==> src/sv/ncpt_pkg.sv <==
// Shared types and constants for the network card paging and trap port logic.
// No dependencies. Used by the top level and the testbench.
`timescale 1ns / 1ps
`default_nettype none

package ncpt_pkg;

  // Transaction kinds on the request channel
  typedef enum logic [2:0] {
    MODE_IO_WRITE  = 3'd0,
    MODE_IO_READ   = 3'd1,
    MODE_NMI       = 3'd2,
    MODE_RETN      = 3'd3,
    MODE_WIN_READ  = 3'd4,
    MODE_WIN_WRITE = 3'd5,
    MODE_RSVD6     = 3'd6,
    MODE_RSVD7     = 3'd7
  } mode_t;

  typedef enum logic [1:0] {
    EV_NONE     = 2'd0,
    EV_PAGE_IN  = 2'd1,
    EV_PAGE_OUT = 2'd2,
    EV_RSVD     = 2'd3
  } page_event_t;

  typedef enum logic [2:0] {
    TGT_NONE     = 3'd0,
    TGT_NET_REGS = 3'd1,
    TGT_FILE_SYS = 3'd2,
    TGT_SETTINGS = 3'd3,
    TGT_FLASH    = 3'd4
  } target_t;

  // Configuration register indexes
  localparam int unsigned CFG_IDX_W = 2;
  localparam logic [CFG_IDX_W-1:0] CFG_FILE_SYS_PAGE = 2'd0;
  localparam logic [CFG_IDX_W-1:0] CFG_SETTINGS_PAGE = 2'd1;
  localparam logic [CFG_IDX_W-1:0] CFG_HAS_BANKED    = 2'd2;
  localparam logic [CFG_IDX_W-1:0] CFG_START_UNPAGED = 2'd3;
  localparam int unsigned CFG_DATA_W = 8;

  // Configuration reset values
  localparam logic [7:0] FILE_SYS_PAGE_RST = 8'd72;
  localparam logic [7:0] SETTINGS_PAGE_RST = 8'd73;
  localparam logic       HAS_BANKED_RST    = 1'b1;
  localparam logic       START_UNPAGED_RST = 1'b0;

  // I/O ports, fully decoded
  localparam logic [15:0] PORT_PAGE_A  = 16'h003b;
  localparam logic [15:0] PORT_PAGE_B  = 16'h013b;
  localparam logic [15:0] PORT_TRAP    = 16'h023b;
  localparam logic [15:0] PORT_CONTROL = 16'h033b;

  localparam logic [7:0] LOGIC_VERSION = 8'h03;
  localparam logic [7:0] NO_MATCH_DATA = 8'hff;
  localparam logic [7:0] PAGE_RST      = 8'hff;
  localparam logic [4:0] NET_PAGE_HI   = 5'b01000; // pages 0x40..0x47
  localparam logic [2:0] FLASH_PAGE_HI = 3'b000;   // pages below 0x20

  typedef struct packed {
    logic [2:0]  mode;
    logic [15:0] port;
    logic [7:0]  data;
    logic [15:0] mem_address;
    logic [2:0]  border_bits;
    logic        bank_select_bit;
  } req_t;

  typedef struct packed {
    logic [7:0]  read_data;
    logic        port_matched;
    logic        paged;
    logic        paged_by_io;
    logic [1:0]  paging_event;
    logic        nmi_suppressed;
    logic [15:0] trap_address;
    logic        trap_enabled;
    logic [2:0]  access_target;
    logic [14:0] target_address;
    logic [2:0]  flash_bank;
  } rsp_t;

endpackage

`default_nettype wire

==> src/sv/ncpt_stream_if.sv <==
// Valid/ready stream channel carrying one payload struct per transaction.
// Payload type is supplied at instantiation (see ncpt_pkg for req_t / rsp_t).
`timescale 1ns / 1ps
`default_nettype none

interface ncpt_stream_if #(
  parameter type payload_t = logic
);
  logic     valid;
  logic     ready;
  payload_t payload;

  modport source (output valid, output payload, input ready);
  modport sink   (input valid, input payload, output ready);
endinterface

`default_nettype wire

==> src/sv/network_card_paging_and_trap_ports_top.sv <==
// Paging and trap port logic of the network expansion card, top level.
// Depends on ncpt_pkg and ncpt_stream_if.
`timescale 1ns / 1ps
`default_nettype none

// One request transaction (I/O write/read, NMI, RETN, window read/write) gives
// exactly one response transaction. A request is captured in an input
// register, then the port decode, paging flags, trap loader and window
// router all resolve in one pass of combinational logic and the result lands
// in the output register once it is free, so a new request is taken every
// cycle while the output side keeps up. The state update of one
// request is done before the next one is evaluated, so back-to-back requests
// see each other's effects in order. Response fields describe the state after
// the request. Configuration writes (file-system page, settings page, banked
// memory flag, start-unpaged) are taken on cfg_we and must only be issued while
// no request is in flight. Writes of start_unpaged are ignored: reset always
// uses its default, so the card comes out of reset paged in.
module network_card_paging_and_trap_ports_top (
  input  wire                              clk,
  input  wire                              rst,
  ncpt_stream_if.sink                      req,
  ncpt_stream_if.source                    rsp,
  input  wire                              cfg_we,
  input  wire [ncpt_pkg::CFG_IDX_W-1:0]    cfg_index,
  input  wire [ncpt_pkg::CFG_DATA_W-1:0]   cfg_data
);
  import ncpt_pkg::*;

  // ---------------- configuration ----------------
  logic [7:0] file_system_page;
  logic [7:0] settings_page;
  logic       has_banked_memory;

  always_ff @(posedge clk) begin
    if (rst) begin
      file_system_page  <= FILE_SYS_PAGE_RST;
      settings_page     <= SETTINGS_PAGE_RST;
      has_banked_memory <= HAS_BANKED_RST;
    end else if (cfg_we) begin
      unique case (cfg_index)
        CFG_FILE_SYS_PAGE: file_system_page  <= cfg_data;
        CFG_SETTINGS_PAGE: settings_page     <= cfg_data;
        CFG_HAS_BANKED:    has_banked_memory <= cfg_data[0];
        // ignored on write; reset always uses its default value
        CFG_START_UNPAGED: ;
        default: ;
      endcase
    end
  end

  // ---------------- pipeline control ----------------
  logic s1_valid;
  req_t s1;
  logic s1_adv;
  logic out_valid;
  rsp_t out_data;

  assign s1_adv    = s1_valid && (!out_valid || rsp.ready);
  assign req.ready = !s1_valid || s1_adv;
  assign rsp.valid   = out_valid;
  assign rsp.payload = out_data;

  always_ff @(posedge clk) begin
    if (rst) begin
      s1_valid <= 1'b0;
    end else if (req.ready) begin
      s1_valid <= req.valid;
    end
  end

  always_ff @(posedge clk) begin
    if (req.valid && req.ready) begin
      s1 <= req.payload;
    end
  end

  // ---------------- architectural state ----------------
  logic [7:0]  window_a_page, window_a_page_next;
  logic [7:0]  window_b_page, window_b_page_next;
  logic        paged_flag, paged_flag_next;
  logic        io_paged_flag, io_paged_flag_next;
  logic [15:0] trap_register, trap_register_next;
  logic        trap_enable, trap_enable_next;
  logic        trap_high_next, trap_high_next_next;
  logic        nmi_flip_flop, nmi_flip_flop_next;

  rsp_t  result;
  mode_t mode;
  logic  in_window;
  logic [7:0] win_page;
  logic  trap_wr;

  assign mode = mode_t'(s1.mode);
  // 0x1000..0x2fff
  assign in_window = (s1.mem_address[15:14] == 2'b00) &&
                     (s1.mem_address[13] != s1.mem_address[12]);
  assign win_page  = (s1.mem_address[13:12] == 2'b01) ? window_a_page : window_b_page;
  assign trap_wr   = (mode == MODE_IO_WRITE) && (s1.port == PORT_TRAP);

  always_comb begin
    page_event_t ev;
    target_t     tgt;
    logic [7:0]  rd;
    logic        matched;
    logic [14:0] taddr;
    logic [2:0]  fbank;

    window_a_page_next  = window_a_page;
    window_b_page_next  = window_b_page;
    paged_flag_next     = paged_flag;
    io_paged_flag_next  = io_paged_flag;
    trap_register_next  = trap_register;
    trap_enable_next    = trap_enable;
    trap_high_next_next = trap_high_next;
    nmi_flip_flop_next  = nmi_flip_flop;

    ev      = EV_NONE;
    tgt     = TGT_NONE;
    rd      = NO_MATCH_DATA;
    matched = 1'b0;
    taddr   = '0;
    fbank   = '0;

    unique case (mode)
      MODE_IO_WRITE: begin
        matched = 1'b1;
        priority if (s1.port == PORT_PAGE_A) begin
          window_a_page_next = s1.data;
        end else if (s1.port == PORT_PAGE_B) begin
          window_b_page_next = s1.data;
        end else if (s1.port == PORT_TRAP) begin
          if (trap_high_next) begin
            trap_register_next = {s1.data, trap_register[7:0]};
          end else begin
            trap_register_next = {trap_register[15:8], s1.data};
          end
          trap_high_next_next = ~trap_high_next;
        end else if (s1.port == PORT_CONTROL) begin
          if (s1.data[0]) begin
            if (!paged_flag) begin
              paged_flag_next    = 1'b1;
              io_paged_flag_next = 1'b1;
              ev                 = EV_PAGE_IN;
            end
          end else if (io_paged_flag && paged_flag) begin
            paged_flag_next    = 1'b0;
            io_paged_flag_next = 1'b0;
            ev                 = EV_PAGE_OUT;
          end
          trap_enable_next = s1.data[3];
        end else begin
          matched = 1'b0;
        end
      end
      MODE_IO_READ: begin
        if (s1.port == PORT_TRAP) begin
          matched = 1'b1;
          rd      = LOGIC_VERSION;
        end else if (s1.port == PORT_CONTROL) begin
          matched = 1'b1;
          rd      = {3'b000, has_banked_memory & s1.bank_select_bit, trap_enable,
                     s1.border_bits};
        end
      end
      MODE_NMI: begin
        nmi_flip_flop_next = 1'b1;
        if (!paged_flag) begin
          paged_flag_next    = 1'b1;
          io_paged_flag_next = 1'b0;
          ev                 = EV_PAGE_IN;
        end
      end
      MODE_RETN: begin
        nmi_flip_flop_next = 1'b0;
      end
      MODE_WIN_READ, MODE_WIN_WRITE: begin
        if (paged_flag && in_window) begin
          priority if (win_page[7:3] == NET_PAGE_HI) begin
            tgt   = TGT_NET_REGS;
            taddr = {win_page[2:0], s1.mem_address[11:0]};
          end else if (win_page == file_system_page) begin
            tgt = TGT_FILE_SYS;
          end else if (win_page == settings_page) begin
            tgt = TGT_SETTINGS;
          end else if (mode == MODE_WIN_WRITE && window_b_page[7:5] == FLASH_PAGE_HI) begin
            tgt   = TGT_FLASH;
            fbank = window_b_page[4:2];
            taddr = {1'b0, window_b_page[1:0], s1.mem_address[11:0]};
          end else begin
            tgt = TGT_NONE;
          end
        end
      end
      default: ; // reserved modes: no effect
    endcase

    result.read_data      = rd;
    result.port_matched   = matched;
    result.paged          = paged_flag_next;
    result.paged_by_io    = io_paged_flag_next;
    result.paging_event   = ev;
    result.nmi_suppressed = nmi_flip_flop_next;
    result.trap_address   = trap_register_next;
    result.trap_enabled   = trap_enable_next;
    result.access_target  = tgt;
    result.target_address = taddr;
    result.flash_bank     = fbank;
  end

  always_ff @(posedge clk) begin
    if (rst) begin
      window_a_page  <= PAGE_RST;
      window_b_page  <= PAGE_RST;
      paged_flag     <= ~START_UNPAGED_RST;
      io_paged_flag  <= 1'b0;
      trap_register  <= '0;
      trap_enable    <= 1'b0;
      trap_high_next <= 1'b0;
      nmi_flip_flop  <= 1'b0;
    end else if (s1_adv) begin
      window_a_page  <= window_a_page_next;
      window_b_page  <= window_b_page_next;
      paged_flag     <= paged_flag_next;
      io_paged_flag  <= io_paged_flag_next;
      trap_register  <= trap_register_next;
      trap_enable    <= trap_enable_next;
      trap_high_next <= trap_high_next_next;
      nmi_flip_flop  <= nmi_flip_flop_next;
    end
  end

  // ---------------- output register ----------------
  always_ff @(posedge clk) begin
    if (rst) begin
      out_valid <= 1'b0;
    end else if (s1_adv) begin
      out_valid <= 1'b1;
    end else if (rsp.ready) begin
      out_valid <= 1'b0;
    end
  end

  always_ff @(posedge clk) begin
    if (s1_adv) begin
      out_data <= result;
    end
  end

  // ---------------- assertions ----------------
  // I/O paging flag never outlives paging itself
  a_io_implies_paged: assert property (@(posedge clk) disable iff (rst)
    io_paged_flag |-> paged_flag)
    else $error("io_paged_flag set while card is paged out");

  // a page-in event always reports the card paged
  a_pagein_paged: assert property (@(posedge clk) disable iff (rst)
    (out_valid && out_data.paging_event == EV_PAGE_IN) |-> out_data.paged)
    else $error("page-in event without paged");

  // flash bank only meaningful for flash target
  a_bank_only_flash: assert property (@(posedge clk) disable iff (rst)
    (out_valid && out_data.access_target != TGT_FLASH) |-> (out_data.flash_bank == 3'd0))
    else $error("flash_bank nonzero for non-flash target");

  // trap byte toggle flips exactly on a trap port write
  a_trap_toggle: assert property (@(posedge clk) disable iff (rst)
    (s1_adv && trap_wr) |=> (trap_high_next != $past(trap_high_next)))
    else $error("trap byte toggle did not flip");

  // read data other than the idle value only comes from a matched port
  a_read_matched: assert property (@(posedge clk) disable iff (rst)
    (out_valid && out_data.read_data != NO_MATCH_DATA) |-> out_data.port_matched)
    else $error("read data without port match");

endmodule

`default_nettype wire

==> src/flat_wrapper.sv <==
// flat-port wrapper written by rule: the top's interface ports become plain ports
module network_card_paging_and_trap_ports_top_flat import ncpt_pkg::*;
  (clk, rst, cfg_we, cfg_index, cfg_data, req_valid, req_payload, req_ready, rsp_valid, rsp_payload, rsp_ready);
  ncpt_stream_if #(.payload_t(req_t)) req_i ();
  ncpt_stream_if #(.payload_t(rsp_t)) rsp_i ();
  input  wire clk;
  input  wire rst;
  input  wire cfg_we;
  input  wire [ncpt_pkg::CFG_IDX_W-1:0] cfg_index;
  input  wire [ncpt_pkg::CFG_DATA_W-1:0] cfg_data;
  input wire logic [$bits(req_i.valid)-1:0] req_valid;
  input wire logic [$bits(req_i.payload)-1:0] req_payload;
  output wire logic [$bits(req_i.ready)-1:0] req_ready;
  output wire logic [$bits(rsp_i.valid)-1:0] rsp_valid;
  output wire logic [$bits(rsp_i.payload)-1:0] rsp_payload;
  input wire logic [$bits(rsp_i.ready)-1:0] rsp_ready;
  assign req_i.valid = req_valid;
  assign req_i.payload = req_payload;
  assign req_ready = req_i.ready;
  assign rsp_valid = rsp_i.valid;
  assign rsp_payload = rsp_i.payload;
  assign rsp_i.ready = rsp_ready;
  network_card_paging_and_trap_ports_top u_core (.clk(clk), .rst(rst), .req(req_i), .rsp(rsp_i), .cfg_we(cfg_we), .cfg_index(cfg_index), .cfg_data(cfg_data));
endmodule
==> config.mk <==
export PLATFORM = sky130hd
export DESIGN_NAME = network_card_paging_and_trap_ports_top_flat
export DESIGN_NICKNAME = d
export VERILOG_FILES = /design/src/sv/ncpt_pkg.sv /design/src/sv/ncpt_stream_if.sv /design/src/sv/network_card_paging_and_trap_ports_top.sv /design/src/flat_wrapper.sv
export SDC_FILE = /design/constraint.sdc
export NUM_CORES = 1
export LEC_CHECK = 0
export ABC_AREA = 1
export BUFFER_PORTS_ARGS = -buffer_cell sky130_fd_sc_hd__buf_2
export CORE_AREA = 2 2 108 110
export CTS_BUF_LIST = sky130_fd_sc_hd__clkbuf_16
export DETAILED_ROUTE_END_ITERATION = 16
export DIE_AREA = 0 0 110 112
export GPL_TIMING_DRIVEN = 0
export PLACE_DENSITY = 0.81
export SLEW_MARGIN = 0
export SYNTH_ARGS = -nofsm -noshare
export SYNTH_HDL_FRONTEND = slang
export SYNTH_SLANG_ARGS = --single-unit
export TNS_END_PERCENT = 1
==> constraint.sdc <==
create_clock -name clk -period 7.6 [get_ports clk]
set_input_delay 1.52 -clock clk [delete_from_list [all_inputs] [get_ports clk]]
set_output_delay 1.52 -clock clk [all_outputs]
set_load 0.01 [all_outputs]
==> results of run 1 <==
-- layer usage --
layer  track usage, %  vias to the layer above  share of wire (%)
met2             41.3                      184                 51
li1                 -                     2444                  -
met5                0                        -                  0
met1             30.3                     2378                 40
met4             12.0                        0                3.4
met3             7.44                       44                5.9
-- power groups by stage --
| stage | Combinational [mW] | Sequential, mW | Clock, mW |
|---|---|---|---|
| floorplan | 0.0771 | 0.963 | 0 |
| global placement | 0.128 | 0.958 | 0 |
| detailed placement | 0.136 | 0.959 | 0 |
| CTS | 0.138 | 0.942 | 0.808 |
| global route | 0.154 | 0.945 | 0.849 |
| finish | 0.138 | 0.942 | 0.802 |
-- kinds of logic after synthesis --
| logic type | count (synthesis) |
|---|---|
| buffers and inverters | 103 |
| AND/OR/NAND/NOR | 281 |
| AO/OA/AOI/OAI | 106 |
| adder cells (fa/ha/maj) | 1 |
| flip-flops | 153 |
-- worst max-delay path: stages --
cell and delay, ns:
buf_2 0.09, inv_1 0.07, nand3_1 0.11, buf_2 0.16
-- sequential cells by signal, indices dropped and copies added (netlist names), 3 cells and up --
| name | cells |
|---|---|
| u_core.mode | 3 |
| u_core.trap_register | 16 |
| u_core.window_a_page | 8 |
| u_core.file_system_page | 8 |
| u_core.window_b_page | 8 |
| u_core.settings_page | 8 |
| u_core.rsp.payload | 50 |
| u_core.s1 | 44 |
-- placed cells by master, fill, tap and decap left out, drive strengths merged --
cell,n
a211oi,1
nand4,7
o32ai,1
a21oi,32
nand2,157
clkinvlp,3
dfxtp,56
clkbuf,26
nor2,65
nor3,7
ha,1
clkinv,6
nor4,2
a21boi,1
o21ai,49
buf,129
nand3b,7
inv,86
nand3,36
bufinv,2
edfxtp,97
o211ai,22
-- final timing paths --
path	start	endpoint	slack (ns)
setup reg to reg	u_core.s1[16]$_DFFE_PP_	u_core.rsp.payload[14]$_SDFFCE_PN0P_	5.39
setup / recovery	rsp_ready	req_ready	4.12
hold / removal	u_core.file_system_page[5]$_SDFFE_PP0P_	u_core.file_system_page[5]$_SDFFE_PP0P_	0.48
hold reg to reg	u_core.file_system_page[5]$_SDFFE_PP0P_	u_core.file_system_page[5]$_SDFFE_PP0P_	0.48
-- area by class of cell --
class,instances,area (sq um),share of cell area [%]
flip-flops and latches,153,4030,51.3
multi-input cells,388,2030,25.8
repair buffers,117,616,7.83
clock buffers,17,425,5.41
inverters,82,308,3.92
well taps,143,179,2.28
clock inverters,15,135,1.72
plain buffers,21,133,1.69
-- metrics by stage --
stage	util (%)	hold WS (ns)	area, sq um
3_5_place_dp	65.3	0.461	7300
2_1_floorplan	-	0.431	6500
5_1_grt	70.3	0.502	7860
6_report	70.3	0.476	7860
3_3_place_gp	64.9	0.446	7260
4_1_cts	70.3	0.471	7860
==> impl_metrics.env, run 1 <==
export IMPL_crit_type="in -> out"
export IMPL_synth_edff_count=97
export IMPL_instances_no_fill=936
export IMPL_viasPerCell=5.40
export IMPL_syn_nets=707
export IMPL_die_y_um=112
export IMPL_drive_gt1_share_pct=29.4
export IMPL_clock_sinks=153
export IMPL_drv_cap=0
export IMPL_synth_top_area_cell="edfxtp_1"
export IMPL_fmax_mhz=288
export IMPL_antenna_found_initial=0
export IMPL_synth_top_family_by_area="simple AND/OR/NAND/NOR gates"
export IMPL_hpwl_um=10200
export IMPL_synthXorXnorAreaFrac_pct=0
export IMPL_worst_slack_ns=4.12
export IMPL_synth_most_common_cell="nand2_1"
export IMPL_synth_compound_area_share_pct=11.1
export IMPL_worst_clock_skew_ns=0.0114
export IMPL_min_period_over_period_pct=45.8
export IMPL_finalSetupViolCount=0
export IMPL_hold_buffers=0
export IMPL_rsz0062_at_grt="no"
export IMPL_cts_tree="done"
export IMPL_clk_latency_ns=0.43
export IMPL_synth_async_sr_flop_share_pct=0
export IMPL_cp_arrival_ns=1.96
export IMPL_grt_usage_pct=25.2
export IMPL_seqPwrFrac_pct=50.0
export IMPL_slew_violations=0
export IMPL_cts_buffers=17
export IMPL_clkTransAtPathRegs_ns=0.06
export IMPL_p_leak_nw=3.46
export IMPL_p_int_mw=1.45
export IMPL_wl_per_cell_um=15.4
export IMPL_yosys_register_bits=153
export IMPL_status="complete, no violations"
export IMPL_gr_total_overflow=0
export IMPL_first_pass_iters=5
export IMPL_synthCells=644
export IMPL_die_area_sq_mm=0.0123
export IMPL_switching_share_pct=22.9
export IMPL_crit_path_start_kind="input port"
export IMPL_clkPwrFrac_pct=42.6
export IMPL_netlist_area_sq_mm=0.00650
export IMPL_finalPower_mw=1.88
export IMPL_place_inst=904
export IMPL_hold_depth=2
export IMPL_ios=116
export IMPL_htreeDepth=4
export IMPL_clk_path_buf_depth=2
export IMPL_hold_viol_final=0
export IMPL_synth_common_cells="nand2_1, edfxtp_1, inv_1"
export IMPL_synth_top_area_share_pct=44.8
export IMPL_vias=5050
export IMPL_crit_path_max_fanout=3
export IMPL_start_util_pct=58.2
export IMPL_nFillCells=790
export IMPL_cts_root_buf="clkbuf_16"
export IMPL_synthMuxAreaShare_pct=0
export IMPL_tns_ns=0
export IMPL_postRouteAntennaNets=0
export IMPL_synth_simple_area_share_pct=19.9
export IMPL_ys_types=31
export IMPL_fin_nets=843
export IMPL_die_w_um=110
export IMPL_synth_ff_type="edfxtp_1"
export IMPL_ff2ff_path_depth=13
export IMPL_tightest_slew_ns=1.24
export IMPL_yosysWarnings=0
export IMPL_drc=0
export IMPL_combPwrFrac_pct=7.3
export IMPL_fin_crit_ns=3.48
export IMPL_grt_pass1_vias=4907
export IMPL_synth_fa_ha_area_share_pct=0.192
export IMPL_synthTopCellsByArea="edfxtp_1, dfxtp_1, nand2_1, inv_1, nor2_1"
export IMPL_post_place_ws_ns=4.12
export IMPL_grt_max_degree=47
export IMPL_peakVddDrop_v=0.000210
export IMPL_core_area_sq_mm=0.0112
export IMPL_slew_limit_headroom_pct=16.9
export IMPL_synthToLayoutAreaGrowth_pct=20.9
export IMPL_num_rows=39
export IMPL_port_buffers=115
export IMPL_hold_path_class="reg -> reg"
export IMPL_diodes=0
export IMPL_end_kind="primary output"
export IMPL_ys_seq_area_share_pct=62.0
export IMPL_grt_pass1_wl_um=23100
export IMPL_gp_congestion=0.904
export IMPL_drt_iter0_drc=288
export IMPL_post_cts_setup_buffers=0
export IMPL_ctsResizeCount=0
export IMPL_required_ns=6.08
export IMPL_synth_avg_cell_area_sq_um=10.1
export IMPL_p_per_area_mw_per_mm2=239
export IMPL_routed_wl_um=14500
export IMPL_p_switching_mw=0.430
Note: power is estimated with default switching activity, not from simulation.
==> run 2: changes to the inputs <==
--- a/config.mk
+++ b/config.mk
@@ -7,12 +7,12 @@
 export LEC_CHECK = 0
 export ABC_AREA = 1
 export BUFFER_PORTS_ARGS = -buffer_cell sky130_fd_sc_hd__buf_2
-export CORE_AREA = 2 2 108 110
+export CORE_AREA = 2 2 118 120
 export CTS_BUF_LIST = sky130_fd_sc_hd__clkbuf_16
 export DETAILED_ROUTE_END_ITERATION = 16
-export DIE_AREA = 0 0 110 112
+export DIE_AREA = 0 0 120 122
 export GPL_TIMING_DRIVEN = 0
-export PLACE_DENSITY = 0.81
+export PLACE_DENSITY = 0.72
 export SLEW_MARGIN = 0
 export SYNTH_ARGS = -nofsm -noshare
 export SYNTH_HDL_FRONTEND = slang
==> constraint.sdc (replaced) <==
create_clock -name clk -period 3 [get_ports clk]
set_input_delay 0.6 -clock clk [delete_from_list [all_inputs] [get_ports clk]]
set_output_delay 0.6 -clock clk [all_outputs]
set_load 0.01 [all_outputs]
==> run 2 against run 1 <==
Clock skew fell by 0.0013 ns; sequential share of layout area fell by 0.61 points; clock power rose to 2.7 times the previous value; register-to-register slack got worse by 4.6 ns; die area rose by 19%; critical path type is now reg -> reg; critical endpoint is now u_core.rsp.payload[6]$_SDFFCE_PN0P_.
==> impl_metrics.env, run 2 (synthesis gave the netlist of run 1 again) <==
export IMPL_grt_usage_pct=20.4
export IMPL_core_area_sq_mm=0.0135
export IMPL_cts_root_buf="clkbuf_16"
export IMPL_crit_family="simple AND/OR/NAND/NOR gates"
export IMPL_num_rows=43
export IMPL_ios=116
export IMPL_slew_limit_headroom_pct=22.2
export IMPL_port_buffers=115
export IMPL_drt_iter0_drc=274
export IMPL_post_cts_setup_buffers=0
export IMPL_grt_pass1_wl_um=22400
export IMPL_gp_congestion=0.861
export IMPL_crit_slowest_cell="edfxtp_1"
export IMPL_mostFrequentLayoutCells="nand2_1, buf_2, edfxtp_1"
export IMPL_first_pass_iters=5
export IMPL_cts_buffers=17
export IMPL_drive_gt1_share_pct=29.3
export IMPL_hold_viol_final=0
export IMPL_wl_met2_um=7400
export IMPL_end_kind="flip-flop"
export IMPL_hold_depth=1
export IMPL_post_place_ws_ns=0.613
export IMPL_worst_slack_ns=0.839
export IMPL_vias=4926
export IMPL_gr_total_overflow=0
export IMPL_hpwl_um=10600
export IMPL_wl_met1_um=6050
export IMPL_die_y_um=122
export IMPL_max_stage_delay_ns=0.36
export IMPL_p_leak_nw=3.48
export IMPL_grt_max_degree=42
export IMPL_worst_clock_skew_ns=0.0101
export IMPL_htreeDepth=4
export IMPL_ctsResizeCount=0
export IMPL_largest_reg_flops=50
export IMPL_crit_type="reg -> reg"
export IMPL_drc=0
export IMPL_nFillCells=1154
export IMPL_drv_cap=0
export IMPL_ff2ff_path_depth=13
export IMPL_antenna_found_initial=0
export IMPL_clkTransAtPathRegs_ns=0.06
export IMPL_viasPerCell=5.06
export IMPL_diodes=0
export IMPL_die_area_sq_mm=0.0146
export IMPL_required_ns=3.18
export IMPL_crit_top_cell="nand2_1"
export IMPL_cp_arrival_ns=2.34
export IMPL_fin_nets=843
export IMPL_hold_buffers=0
export IMPL_peakVddDrop_v=0.000390
export IMPL_crit_path_max_fanout=10
export IMPL_cts_tree="done"
export IMPL_synthToLayoutAreaGrowth_pct=22.3
export IMPL_slew_violations=0
export IMPL_wl_per_cell_um=15.0
export IMPL_final_common_cell="nand2_1"
export IMPL_tightest_slew_ns=1.16
export IMPL_routed_wl_um=14600
export IMPL_wl_met3_um=647
export IMPL_finalSetupViolCount=0
export IMPL_critPathBufInv=3
export IMPL_crit_path_start_kind="flip-flop"
export IMPL_clk_path_buf_depth=2
export IMPL_clock_sinks=153
export IMPL_instances_no_fill=973
export IMPL_top_layer_used="met4"
export IMPL_clk_latency_ns=0.43
export IMPL_fmax_mhz=463
export IMPL_place_inst=941
export IMPL_min_period_over_period_pct=72.0
export IMPL_die_w_um=120
export IMPL_rsz0062_at_grt="no"
export IMPL_p_per_area_mw_per_mm2=620
export IMPL_cp_cell_sequence="ha_1 > inv_2 > buf_6 > nand2_1 > nand2_1 > nand2_1 > nand2_1 > nand2_1 > nor2_1 > nand2_2 > nand3_2 > buf_6 > a21oi_2"
export IMPL_start_util_pct=48.1
export IMPL_grt_pass1_vias=4716
export IMPL_postRouteAntennaNets=0
export IMPL_status="complete, no violations"
export IMPL_hold_path_class="in -> reg"
export IMPL_fin_crit_ns=2.16
export IMPL_cp_depth=13
[run 2: changes by cell type in the layout (fill, tap and decap cells not counted)]
cell	delta
bufinv_16	+2
clkinv_1	+1
clkinv_2	-3
clkinv_4	+1
inv_6	-1
[run 2: worst paths after layout]
| check | from | to | slack [ns] |
|---|---|---|---|
| max | u_core.s1[16]$_DFFE_PP_ | u_core.rsp.payload[6]$_SDFFCE_PN0P_ | 0.84 |
| min | req_payload[26] | u_core.s1[26]$_DFFE_PP_ | 0.34 |
| max reg2reg | u_core.s1[16]$_DFFE_PP_ | u_core.rsp.payload[6]$_SDFFCE_PN0P_ | 0.84 |
| min reg2reg | u_core.nmi_flip_flop$_SDFFE_PP0P_ | u_core.nmi_flip_flop$_SDFFE_PP0P_ | 0.47 |
[run 2: power by group]
part           internal [mW]  switching, mW
Combinational          0.125          0.222
Clock                   1.38          0.822
Sequential              2.34         0.0417
Total                   3.84           1.09
[run 2: worst register-to-register path: stages (launching register included)]
cell and delay, ns:
edfxtp_1 0.36, ha_1 0.26, inv_2 0.10, buf_6 0.14
nand2_1 0.06, nand2_1 0.12, nand2_1 0.08, nand2_1 0.06
nand2_1 0.05, nor2_1 0.20, nand2_2 0.11, nand3_2 0.13
buf_6 0.18, a21oi_2 0.07
[run 2: final cells by class]
cell class	count	area, sq um	area share (%)
Inverter	82	308	3.87
Timing Repair Buffer	117	616	7.74
Clock buffer	17	425	5.35
Clock inverter	15	184	2.31
Sequential cell	153	4030	50.7
Tap cell	180	225	2.83
Buffer	21	133	1.67
Multi-Input combinational cell	388	2030	25.5
[run 2: metrics by stage]
stage | setup TNS, ns | instance area [sq um] | power [mW] | utilization [%] | hold WS, ns
2_1_floorplan | 0 | 6500 | 2.63 | - | 0.431
3_3_place_gp | -45.65 | 7300 | 2.76 | 54.1 | 0.445
3_5_place_dp | 0 | 7340 | 2.77 | 54.4 | 0.454
4_1_cts | 0 | 7950 | 4.96 | 58.9 | 0.327
5_1_grt | 0 | 7950 | 5.08 | 58.9 | 0.322
6_report | 0 | 7950 | 4.93 | 58.9 | 0.342
[run 2: layer usage]
| metal | vias to the layer above | global-route usage (%) |
|---|---|---|
| met4 | 0 | 10.9 |
| met1 | 2308 | 23.5 |
| met3 | 37 | 5.52 |
| li1 | 2440 | - |
| met2 | 141 | 34.7 |
| met5 | - | 0 |
